File: config.mk
export PLATFORM = sky130hd
export DESIGN_NAME = lpht_ram
export DESIGN_NICKNAME = d
export VERILOG_FILES = /design/src/rtl/lpht_ram.sv
export SDC_FILE = /design/constraint.sdc
export NUM_CORES = 1
export LEC_CHECK = 0
export ABC_CLOCK_PERIOD_IN_PS = 2600
export BUFFER_PORTS_ARGS = -buffer_cell sky130_fd_sc_hd__buf_2
export CORE_MARGIN = 2
export CORE_UTILIZATION = 63
export CTS_BUF_LIST = sky130_fd_sc_hd__clkbuf_2 sky130_fd_sc_hd__clkbuf_4 sky130_fd_sc_hd__clkbuf_8
export DETAILED_ROUTE_END_ITERATION = 16
export PLACE_DENSITY_LB_ADDON = 0.15
export SYNTH_ARGS = -nofsm -noshare
export SYNTH_HDL_FRONTEND = slang
export SYNTH_SLANG_ARGS = --single-unit
File: constraint.sdc
create_clock -name clock -period 2.6 [get_ports clock]
set_clock_uncertainty 0.15 [all_clocks]
set_input_delay 0.52 -clock clock [delete_from_list [all_inputs] [get_ports clock]]
set_output_delay 0.52 -clock clock [all_outputs]
set_load 0.02 [all_outputs]
File: src/rtl/lpht_ram.sv
// Generic single-port RAM with registered read.
`timescale 1ns / 1ps
module lpht_ram #(
   parameter int WIDTH = 8,
   parameter int DEPTH = 16
) (
   input  logic                     clock,
   input  logic                     wr_en,
   input  logic [$clog2(DEPTH)-1:0] addr,
   input  logic [WIDTH-1:0]         wr_data,
   output logic [WIDTH-1:0]         rd_data
);
   logic [WIDTH-1:0] mem [DEPTH];

   always_ff @(posedge clock) begin
      if (wr_en) begin
         mem[addr] <= wr_data;
      end
      rd_data <= mem[addr];
   end
endmodule

==> metrics.md, run 1 <==
| Metric | Value |
|---|---|
| Outcome | `finished, final reports clean` |
| Hold WS | `0.3234 ns` |
| PortBufs | `21` |
| DR WL/cell | `21.61 um` |
| Nets@finish | `293` |
| Setup TNS | `0 ns` |
| CTS tree | `built` |
| WP data required | `2.76 ns` |
| Detail Placement HPWL | `5.466 mm` |
| Clock slew at reported path FFs | `0.08 ns` |
| Cell accounting for the most synthesized area | `edfxtp_1` |
| Largest family of logic cells by synthesized area | `multiplexers` |
| Placed Instance Area | `5415 um2` |
| Element type at the critical path start | `input port` |
| Crit path DAT | `1.86 ns` |
| Syn-to-layout area delta | `15.06%` |
| Yosys reg bits | `136` |
| Tmin final | `1.703 ns` |
| Synth Flop Type | `edfxtp_1` |
| Iteration-0 DRC Markers | `220` |
| Adder-Cell Fraction of Synth Area | `0%` |
| Vias post-DR | `2355` |
| # IOs | `22` |
| EDFF count, synth | `128` |
| Fin util | `75.06%` |
| Hold Vio Cnt, Final | `0` |
| Maxcap violations | `0` |
| Fmax | `0.5871 GHz` |
| Grt total ovfl | `0` |
| Post-synth top cells | `128 x edfxtp_1, 32 x mux4_2, 16 x a22oi_1` |
| Relative slew slack | `62.28%` |
| Std cell rows | `32` |
| CTS hold repair buffers | `0` |
| Final GP Congestion | `0.7775` |
| Setup CP Type | `input port to flop` |
| Critical R2R Launch | `mem[7][6]` |
| Hold Path Origin | `wr_data[7]` |
| Dominant cells by area after synthesis | `edfxtp_1 76%, mux4_2 14%, dfxtp_1 3.2%` |
| YS warnings | `0` |
| Max IR drop VDD | `593.7 uV` |
| Mapped Area | `5067 um2` |
| Share of layout cells above drive strength 1 | `36.30%` |
| Clk sinks | `136` |
| P per Cell Area | `763.0 nW/um2` |
| Period utilization | `65.52%` |
| Die area | `8777 um2` |
| Async set-reset flop share out of synthesis | `0%` |
| Starting Density | `65.24%` |
| Max H-tree Level | `4` |
| Design Area, Final | `5831 um2` |
| Final setup fails | `0` |
| Mux share of post-synthesis cell area | `14.22%` |
| Via density | `5.977` |
| Final wirelength | `8.514 mm` |
| Simple-gate share of the synthesized area | `3.210%` |
| Fraction of synthesized cell area in xor and xnor cells | `0%` |
| Initial antenna violation count | `0` |
| Post-synthesis cell type count | `18` |
| Worst Setup End Kind | `flop` |
| Final WS setup | `0.8966 ns` |
| Max clock buf depth | `2` |
| Core area | `7767 um2` |
| GRT Overall Usage | `22.24%` |
| Slew @ Worst Pin | `0.5646 ns` |
| Die Width | `93.69 um` |
| # resized after CTS | `0` |
| Reg2reg path depth | `3` |
| Setup WS pre-CTS | `0.4559 ns` |
| Hold path cells | `1` |
| Max Slew Vio Count | `0` |
| DRC viols | `0` |
| Number of post-CTS setup repair buffers | `0` |
| Most frequent cell after synthesis | `edfxtp_1` |
| RSZ-0062 raised after global routing | `false` |
| Num CTS Buffers | `17` |
| Register area share after synthesis | `79.01%` |
| Syn Area/Cell | `22.03 um2` |
| CTS Root Cell | `clkbuf_8` |
| Compound-Gate Fraction of Synth Area | `2.370%` |
| Hold Path Class | `input port to flop` |
| Vias in the first global route | `2450` |
| Reg2reg end | `rd_data[6]` |
| First-pass GRT wire length | `13.46 mm` |
| Worst Hold Endpoint | `mem[7][7]` |
| # diodes | `0` |
| Die Y | `93.69 um` |
| Crit-path max FO | `39` |
| Lkg Pwr | `0.001947 uW` |
| DRT Pass-1 Iters | `4` |
| Final ANT Viol Nets | `0` |
| Area share of the largest cell type after synthesis | `75.85%` |
| Worst-Skew Late Latency | `0.42 ns` |
| Cell count after synthesis | `230` |
| Mapped Nets | `244` |
| Flop2flop setup slack | `1.11 ns` |
| Largest net degree at the start of global routing | `40` |
## logic make-up (layout without fill, tap and decap cells)
group           Yosys count  after routing
simple gates             35             35
flops                   136            136
buf+inv                  11             73
compound gates           16             16
mux                      32             32
## worst max-delay path by stage
stage	from	endpoint	slack, ns	depth (start not counted)
2_1_floorplan	addr[2]	mem[0][0]	0.44	2
3_3_place_gp	addr[0]	rd_data[0]	0.48	5
3_5_place_dp	addr[0]	rd_data[0]	0.46	5
4_1_cts	addr[0]	rd_data[0]	0.91	5
5_1_grt	addr[0]	rd_data[6]	0.83	5
6_report	addr[0]	rd_data[0]	0.90	5
## cells in the final DEF, fill, tap and decap left out, types with 3 or more instances in the layout
master,synthesis,final
dfxtp_1,8,8
a22oi_1,16,16
nor3_1,4,4
bufinv_16,0,3
clkinv_4,0,3
nand2_1,9,9
buf_4,0,18
clkinv_2,0,4
clkbuf_8,0,18
buf_2,2,21
edfxtp_1,128,128
mux4_2,32,32
nor2_1,13,13
## layer usage
layer	share of wire [%]	routed length, um	track usage (%)
met1	44	3757	31.62
met2	51	4343	33.75
met3	3.7	312	6.742
met4	1.2	102	7.729
met5	0	0	0
## sequential cells by signal (all words and copies together) (netlist names)
signal / cells
mem: 128
rd_data: 8
## metrics by stage
stage / total power, uW / std cells
5_1_grt: 4596 / 394
3_3_place_gp: 2743 / 362
2_1_floorplan: 2652 / 230
6_report: 4449 / 394
4_1_cts: 4484 / 394
3_5_place_dp: 2751 / 362
## layout make-up
cell class,count,area (um2)
flip-flops and latches,136,4004
fillers,466,1937
well taps,102,127.6
repair buffers,41,280.3
clock inverters,12,152.6
multi-input cells,83,1003
clock buffers,20,262.8
## report_power, final
part	total (uW)	switching [uW]	internal, uW
sequential	2460	12.9	2450
combinational	238	139	98.8
clock	1750	754	996
total	4450	906	3540
## worst max-delay path, stage by stage
cell	delay [ns]
buf_2	0.11
buf_12	0.27
mux4_2	0.54
a22oi_1	0.30
nand2_1	0.09
Note: power is estimated with default switching activity, not from simulation.
==> run 2, diff against run 1 <==
--- a/config.mk
+++ b/config.mk
@@ -5,7 +5,7 @@
 export SDC_FILE = /design/constraint.sdc
 export NUM_CORES = 1
 export LEC_CHECK = 0
-export ABC_CLOCK_PERIOD_IN_PS = 2600
+export ABC_CLOCK_PERIOD_IN_PS = 1600
 export BUFFER_PORTS_ARGS = -buffer_cell sky130_fd_sc_hd__buf_2
 export CORE_MARGIN = 2
 export CORE_UTILIZATION = 63
==> constraint.sdc (replaced) <==
create_clock -name clock -period 1.6 [get_ports clock]
set_clock_uncertainty 0.15 [all_clocks]
set_input_delay 0.32 -clock clock [delete_from_list [all_inputs] [get_ports clock]]
set_output_delay 0.32 -clock clock [all_outputs]
set_load 0.02 [all_outputs]
==> metrics.md, run 2 (synthesized netlist as in run 1, its figures left out) <==
| Metric | Value |
|---|---|
| Worst Setup End Kind | `flop` |
| Number of post-CTS setup repair buffers | `0 (unchanged)` |
| Filler Cells Inserted | `413 (-11%)` |
| Share of layout cells above drive strength 1 | `44.30% (+8.0 points)` |
| Top Registers | `mem: 128 flops, rd_data: 8 flops` |
| Outcome | `finished, final reports clean` |
| Slew @ Worst Pin | `0.7795 ns (+0.2148 ns)` |
| Vias post-DR | `2403 (+2.0%)` |
| GRT Overall Usage | `24.33% (+2.1 points)` |
| Design Area, Final | `6108 um2 (+4.8%)` |
| Worst-Skew Late Latency | `0.43 ns (about the same)` |
| Most common cell after layout, fill and taps aside | `edfxtp_1` |
| Relative slew slack | `47.93% (-14 points)` |
| Tmin final | `1.484 ns` |
| Worst path slowest cell | `mux4_2` |
| Max IR drop VDD | `958.9 uV (+61%)` |
| Syn-to-layout area delta | `20.54%` |
| P per Cell Area | `1186 nW/um2 (+55%)` |
| DRT Pass-1 Iters | `6 (+2)` |
| Std cell rows | `32 (unchanged)` |
| Element type at the critical path start | `flop` |
| Initial antenna violation count | `0 (unchanged)` |
| First-pass GRT wire length | `14.37 mm (+6.7%)` |
| DRC viols | `0 (unchanged)` |
| Die Width | `93.69 um (unchanged)` |
| Largest register FFs | `128 (unchanged)` |
| Detail Placement HPWL | `6.323 mm (+16%)` |
| Final ANT Viol Nets | `0 (unchanged)` |
| WL met3 | `501 um (+61%)` |
| Met2 Wirelength | `4.957 mm (+14%)` |
| Total power | `7243 uW (+63%)` |
| Critical path cell sequence | `mux4_2, a22oi_1, nand2_1` |
| Max Slew Vio Count | `0 (unchanged)` |
| Iteration-0 DRC Markers | `158 (-28%)` |
| CTS Root Cell | `clkbuf_8` |
| Lkg Pwr | `0.001988 uW (+2.1%)` |
| Top delay family on crit path | `multiplexers` |
| Fmax | `0.6740 GHz` |
| Largest Register | `mem` |
| Clk sinks | `136 (unchanged)` |
| Flop2flop setup slack | `0.12 ns (-0.99 ns)` |
| Die area | `8777 um2 (unchanged)` |
| Crit path DAT | `1.65 ns (-0.21 ns)` |
| Largest net degree at the start of global routing | `19 (-53%)` |
| RSZ-0062 raised after global routing | `false` |
| Core area | `7767 um2 (unchanged)` |
| Most frequent cells in the layout | `128 x edfxtp_1, 32 x mux4_2, 21 x buf_2` |
| # diodes | `0 (unchanged)` |
| Crit-path max FO | `1 (-97%)` |
| DR WL/cell | `23.58 um (+9.1%)` |
| PortBufs | `21 (unchanged)` |
| Crit-path max cell delay | `0.46 ns (-0.08 ns)` |
| Max clock buf depth | `2 (unchanged)` |
| Clock slew at reported path FFs | `0.08 ns (about the same)` |
| Vias in the first global route | `2511 (+2.5%)` |
| Hold WS | `0.1312 ns (-0.1922 ns)` |
| Period utilization | `92.73%` |
| Top Metal Used | `met4` |
| Starting Density | `65.24% (unchanged)` |
| # IOs | `22 (unchanged)` |
| WP data required | `1.77 ns (-0.99 ns)` |
| Via density | `6.008 (+0.51%)` |
| CTS tree | `built` |
| Wl on met1 | `3.822 mm (+1.7%)` |
| Nets@finish | `299 (+2.0%)` |
| Grt total ovfl | `0 (unchanged)` |
| Maxcap violations | `0 (unchanged)` |
| Hold Vio Cnt, Final | `0 (unchanged)` |
| Placed Instance Area | `5699 um2 (+5.2%)` |
| Max H-tree Level | `4 (unchanged)` |
| Final wirelength | `9.432 mm (+11%)` |
| Num CTS Buffers | `17 (unchanged)` |
| Die Y | `93.69 um (unchanged)` |
| Setup CP Type | `flop to flop` |
| Crit path buffers/inverters | `0 (-2)` |
| Final setup fails | `0 (unchanged)` |
| Final GP Congestion | `0.7861 (+1.1%)` |
| Hold Path Class | `input port to flop` |
run 2: worst register-to-register path, stage by stage (launching register included):
cell and delay (ns):
edfxtp_1 0.36, mux4_2 0.46, a22oi_1 0.31, nand2_1 0.09
run 2: layout make-up:
| type | count | area [um2] | area share (%) |
|---|---|---|---|
| Clock buffer | 19 | 255.2 | 4.179 |
| Clock inverter | 13 | 148.9 | 2.438 |
| Multi-Input combinational cell | 83 | 1135 | 18.58 |
| Sequential cell | 136 | 4004 | 65.55 |
| Tap cell | 102 | 127.6 | 2.089 |
| Timing Repair Buffer | 47 | 437.9 | 7.169 |
run 2: repair_timing:
action,in CTS,in global routing
resized for setup,0,1
hold buffers,0,0
endpoints found under the setup margin,0,1
run 2: per-stage QoR:
stage	cells	TNS (ns)	setup slack (ns)	util [%]
finish	400	0	0.1163	78.64
global route	400	0	0.07423	78.64
CTS	400	0	0.02875	78.58
detailed placement	368	-15.14	-0.3572	73.37
global placement	368	-13.50	-0.3077	73.37
floorplan	230	-0.9688	-0.02216	-
run 2: per-layer routing:
layer | up-vias | GRT usage (%)
met4 | 0 | 9.903
met2 | 72 | 39.17
met5 | - | 0
li1 | 1078 | -
met1 | 1243 | 32.73
met3 | 10 | 5.778
run 2: final timing paths:
check	start	to	depth (start not counted)
setup / recovery	mem[3][4]	rd_data[4]	3
hold / removal	wr_data[0]	mem[4][0]	1
setup reg to reg	mem[3][4]	rd_data[4]	3
hold reg to reg	mem[15][6]	rd_data[6]	3
run 2: power breakdown:
group | internal (uW) | switching, uW
sequential | 3980 | 24.7
combinational | 203 | 268
clock | 1460 | 1310
total | 5640 | 1600
==> run 3, diff against run 2 <==
--- a/config.mk
+++ b/config.mk
@@ -7,7 +7,6 @@
 export LEC_CHECK = 0
 export ABC_CLOCK_PERIOD_IN_PS = 1600
 export BUFFER_PORTS_ARGS = -buffer_cell sky130_fd_sc_hd__buf_2
-export CORE_MARGIN = 2
 export CORE_UTILIZATION = 63
 export CTS_BUF_LIST = sky130_fd_sc_hd__clkbuf_2 sky130_fd_sc_hd__clkbuf_4 sky130_fd_sc_hd__clkbuf_8
 export DETAILED_ROUTE_END_ITERATION = 16
==> metrics.md, run 3 (synthesized netlist as in run 1, its figures left out) <==
| Metric | Value |
|---|---|
| Max IR drop VDD | `860.3 uV (-10%)` |
| # IOs | `22 (unchanged)` |
| DRT Pass-1 Iters | `4 (-2)` |
| CTS Root Cell | `clkbuf_8` |
| Critical R2R Launch | `mem[7][4]` |
| PortBufs | `21 (unchanged)` |
| GRT Overall Usage | `26.11% (+1.8 points)` |
| # resized after CTS | `0 (unchanged)` |
| Period utilization | `93.95% (+1.2 points)` |
| Final setup fails | `0 (unchanged)` |
| Element type at the critical path start | `flop` |
| First-pass GRT wire length | `14.92 mm (+3.8%)` |
| Final GP Congestion | `0.7976 (+1.5%)` |
| Detail Placement HPWL | `6.332 mm (+0.15%)` |
| Clock slew at reported path FFs | `0.08 ns (about the same)` |
| Starting Density | `65.24% (unchanged)` |
| RSZ-0062 raised after global routing | `false` |
| Via density | `6.029 (+0.36%)` |
| Relative slew slack | `44.43% (-3.5 points)` |
| Grt total ovfl | `0 (unchanged)` |
| Vias in the first global route | `2649 (+5.5%)` |
| Die Width | `91.69 um (-2.1%)` |
| Area of the multi-input gates | `1130 um2 (-0.44%)` |
| Hold Vio Cnt, Final | `0 (unchanged)` |
| WP data required | `1.76 ns (about the same)` |
| Iteration-0 DRC Markers | `190 (+20%)` |
| # diodes | `0 (unchanged)` |
| Max Slew Vio Count | `0 (unchanged)` |
| P per Cell Area | `1160 nW/um2 (-2.2%)` |
| CTS hold repair buffers | `0 (unchanged)` |
| Largest net degree at the start of global routing | `19 (unchanged)` |
| Final ANT Viol Nets | `0 (unchanged)` |
| Post-route non-filler standard cell count | `409 (+2.3%)` |
| Syn-to-layout area delta | `21.75%` |
| Die Y | `91.69 um (-2.1%)` |
| Dpl cells | `377 (+2.4%)` |
| Outcome | `finished, final reports clean` |
| Worst Setup End Kind | `flop` |
| Largest register FFs | `128 (unchanged)` |
| Final wirelength | `9.486 mm (+0.57%)` |
| Std cell rows | `32 (unchanged)` |
| Fmax | `0.6652 GHz (-1.3%)` |
| Initial antenna violation count | `0 (unchanged)` |
| Worst-Skew Late Latency | `0.43 ns (about the same)` |
| Filler Cells Inserted | `409 (-0.97%)` |
| Core area | `7767 um2 (unchanged)` |
| Tmin final | `1.503 ns (+0.01961 ns)` |
| Slew @ Worst Pin | `0.8319 ns (+0.05236 ns)` |
| Fin util | `79.43% (+0.79 points)` |
| Reg2reg path depth | `3 (unchanged)` |
| Vias post-DR | `2466 (+2.6%)` |
| Hold path cells | `1 (unchanged)` |
| Beginning of the critical path | `mem[7][4]` |
| Setup TNS | `0 ns (unchanged)` |
| DRC viols | `0 (unchanged)` |
| Nets@finish | `308 (+3.0%)` |
| Setup CP Type | `flop to flop` |
| Most frequent cells in the layout | `128 x edfxtp_1, 32 x mux4_2, 23 x buf_4` |
| CTS tree | `built` |
| Number of post-CTS setup repair buffers | `0 (unchanged)` |
| Total power | `7156 uW (-1.2%)` |
| Clk sinks | `136 (unchanged)` |
| Maxcap violations | `0 (unchanged)` |
| Hold Path Origin | `wr_data[1]` |
| FF+latch area | `4004 um2 (unchanged)` |
| DR WL/cell | `23.19 um (-1.6%)` |
| Num CTS Buffers | `17 (unchanged)` |
| Crit-path max FO | `1 (unchanged)` |
| Lkg Pwr | `0.002045 uW (+2.9%)` |
| Most common cell after layout, fill and taps aside | `edfxtp_1` |
| Crit path DAT | `1.67 ns (+0.02 ns)` |
| Max H-tree Level | `4 (unchanged)` |
| Hold Path Class | `input port to flop` |
| Max clock buf depth | `2 (unchanged)` |
| Die area | `8406 um2 (-4.2%)` |
| Share of layout cells above drive strength 1 | `45.28% (+0.98 points)` |
| Largest Register | `mem` |
| Top Registers | `mem: 128 flops, rd_data: 8 flops` |
==> run 3: cell types whose count changed in the layout (fill, tap and decap cells not counted), sizes merged <==
cell      delta
buf          +9
clkinv       +4
inv          -2
clkinvlp     -2
==> run 3: metrics by stage <==
stage          hold WS (ns)  instance area [um2]  worst slack (ns)
3_5_place_dp         0.5238                 5779           -0.2744
2_1_floorplan        0.2689                 5205          -0.02216
6_report             0.1263                 6170           0.09672
4_1_cts              0.1020                 6170           0.08555
5_1_grt              0.1095                 6170           0.02874
3_3_place_gp         0.5049                 5779           -0.2615
==> run 3: path summary, 6_finish.rpt <==
kind,endpoint,slack [ns]
min,mem[2][1],0.13
max,rd_data[4],0.1
max reg2reg,rd_data[4],0.1
min reg2reg,rd_data[6],0.54
==> run 3: layout make-up <==
class                           instances  share of cell area, %
Clock buffer                           19                  4.238
Clock inverter                         13                  2.089
Multi-Input combinational cell         83                  18.31
Sequential cell                       136                  64.90
Tap cell                              102                  2.069
Timing Repair Buffer                   56                  8.396
==> run 3: power breakdown <==
| group | total [uW] | switching [uW] | leakage (uW) | internal (uW) |
|---|---|---|---|---|
| logic | 464 | 263 | 0.000627 | 201 |
| registers | 4000 | 22.3 | 0.00122 | 3980 |
| clock network | 2690 | 1240 | 0.000195 | 1450 |
==> run 3: layer usage <==
| layer | wire length, um | share of wire, % | vias to the layer above | GRT usage, % |
|---|---|---|---|---|
| met2 | 4992 | 53 | 90 | 42.61 |
| met4 | 108 | 1.1 | 0 | 10.05 |
| met1 | 3834 | 40 | 1269 | 34.05 |
| met3 | 551 | 5.8 | 12 | 7.048 |
| li1 | - | - | 1095 | - |
| met5 | 0 | 0 | - | 0 |
==> run 3: worst max-delay path, cell delays in order (launching register included) <==
cell and delay, ns:
edfxtp_1 0.39, mux4_2 0.52, a22oi_1 0.24, nand2_1 0.10
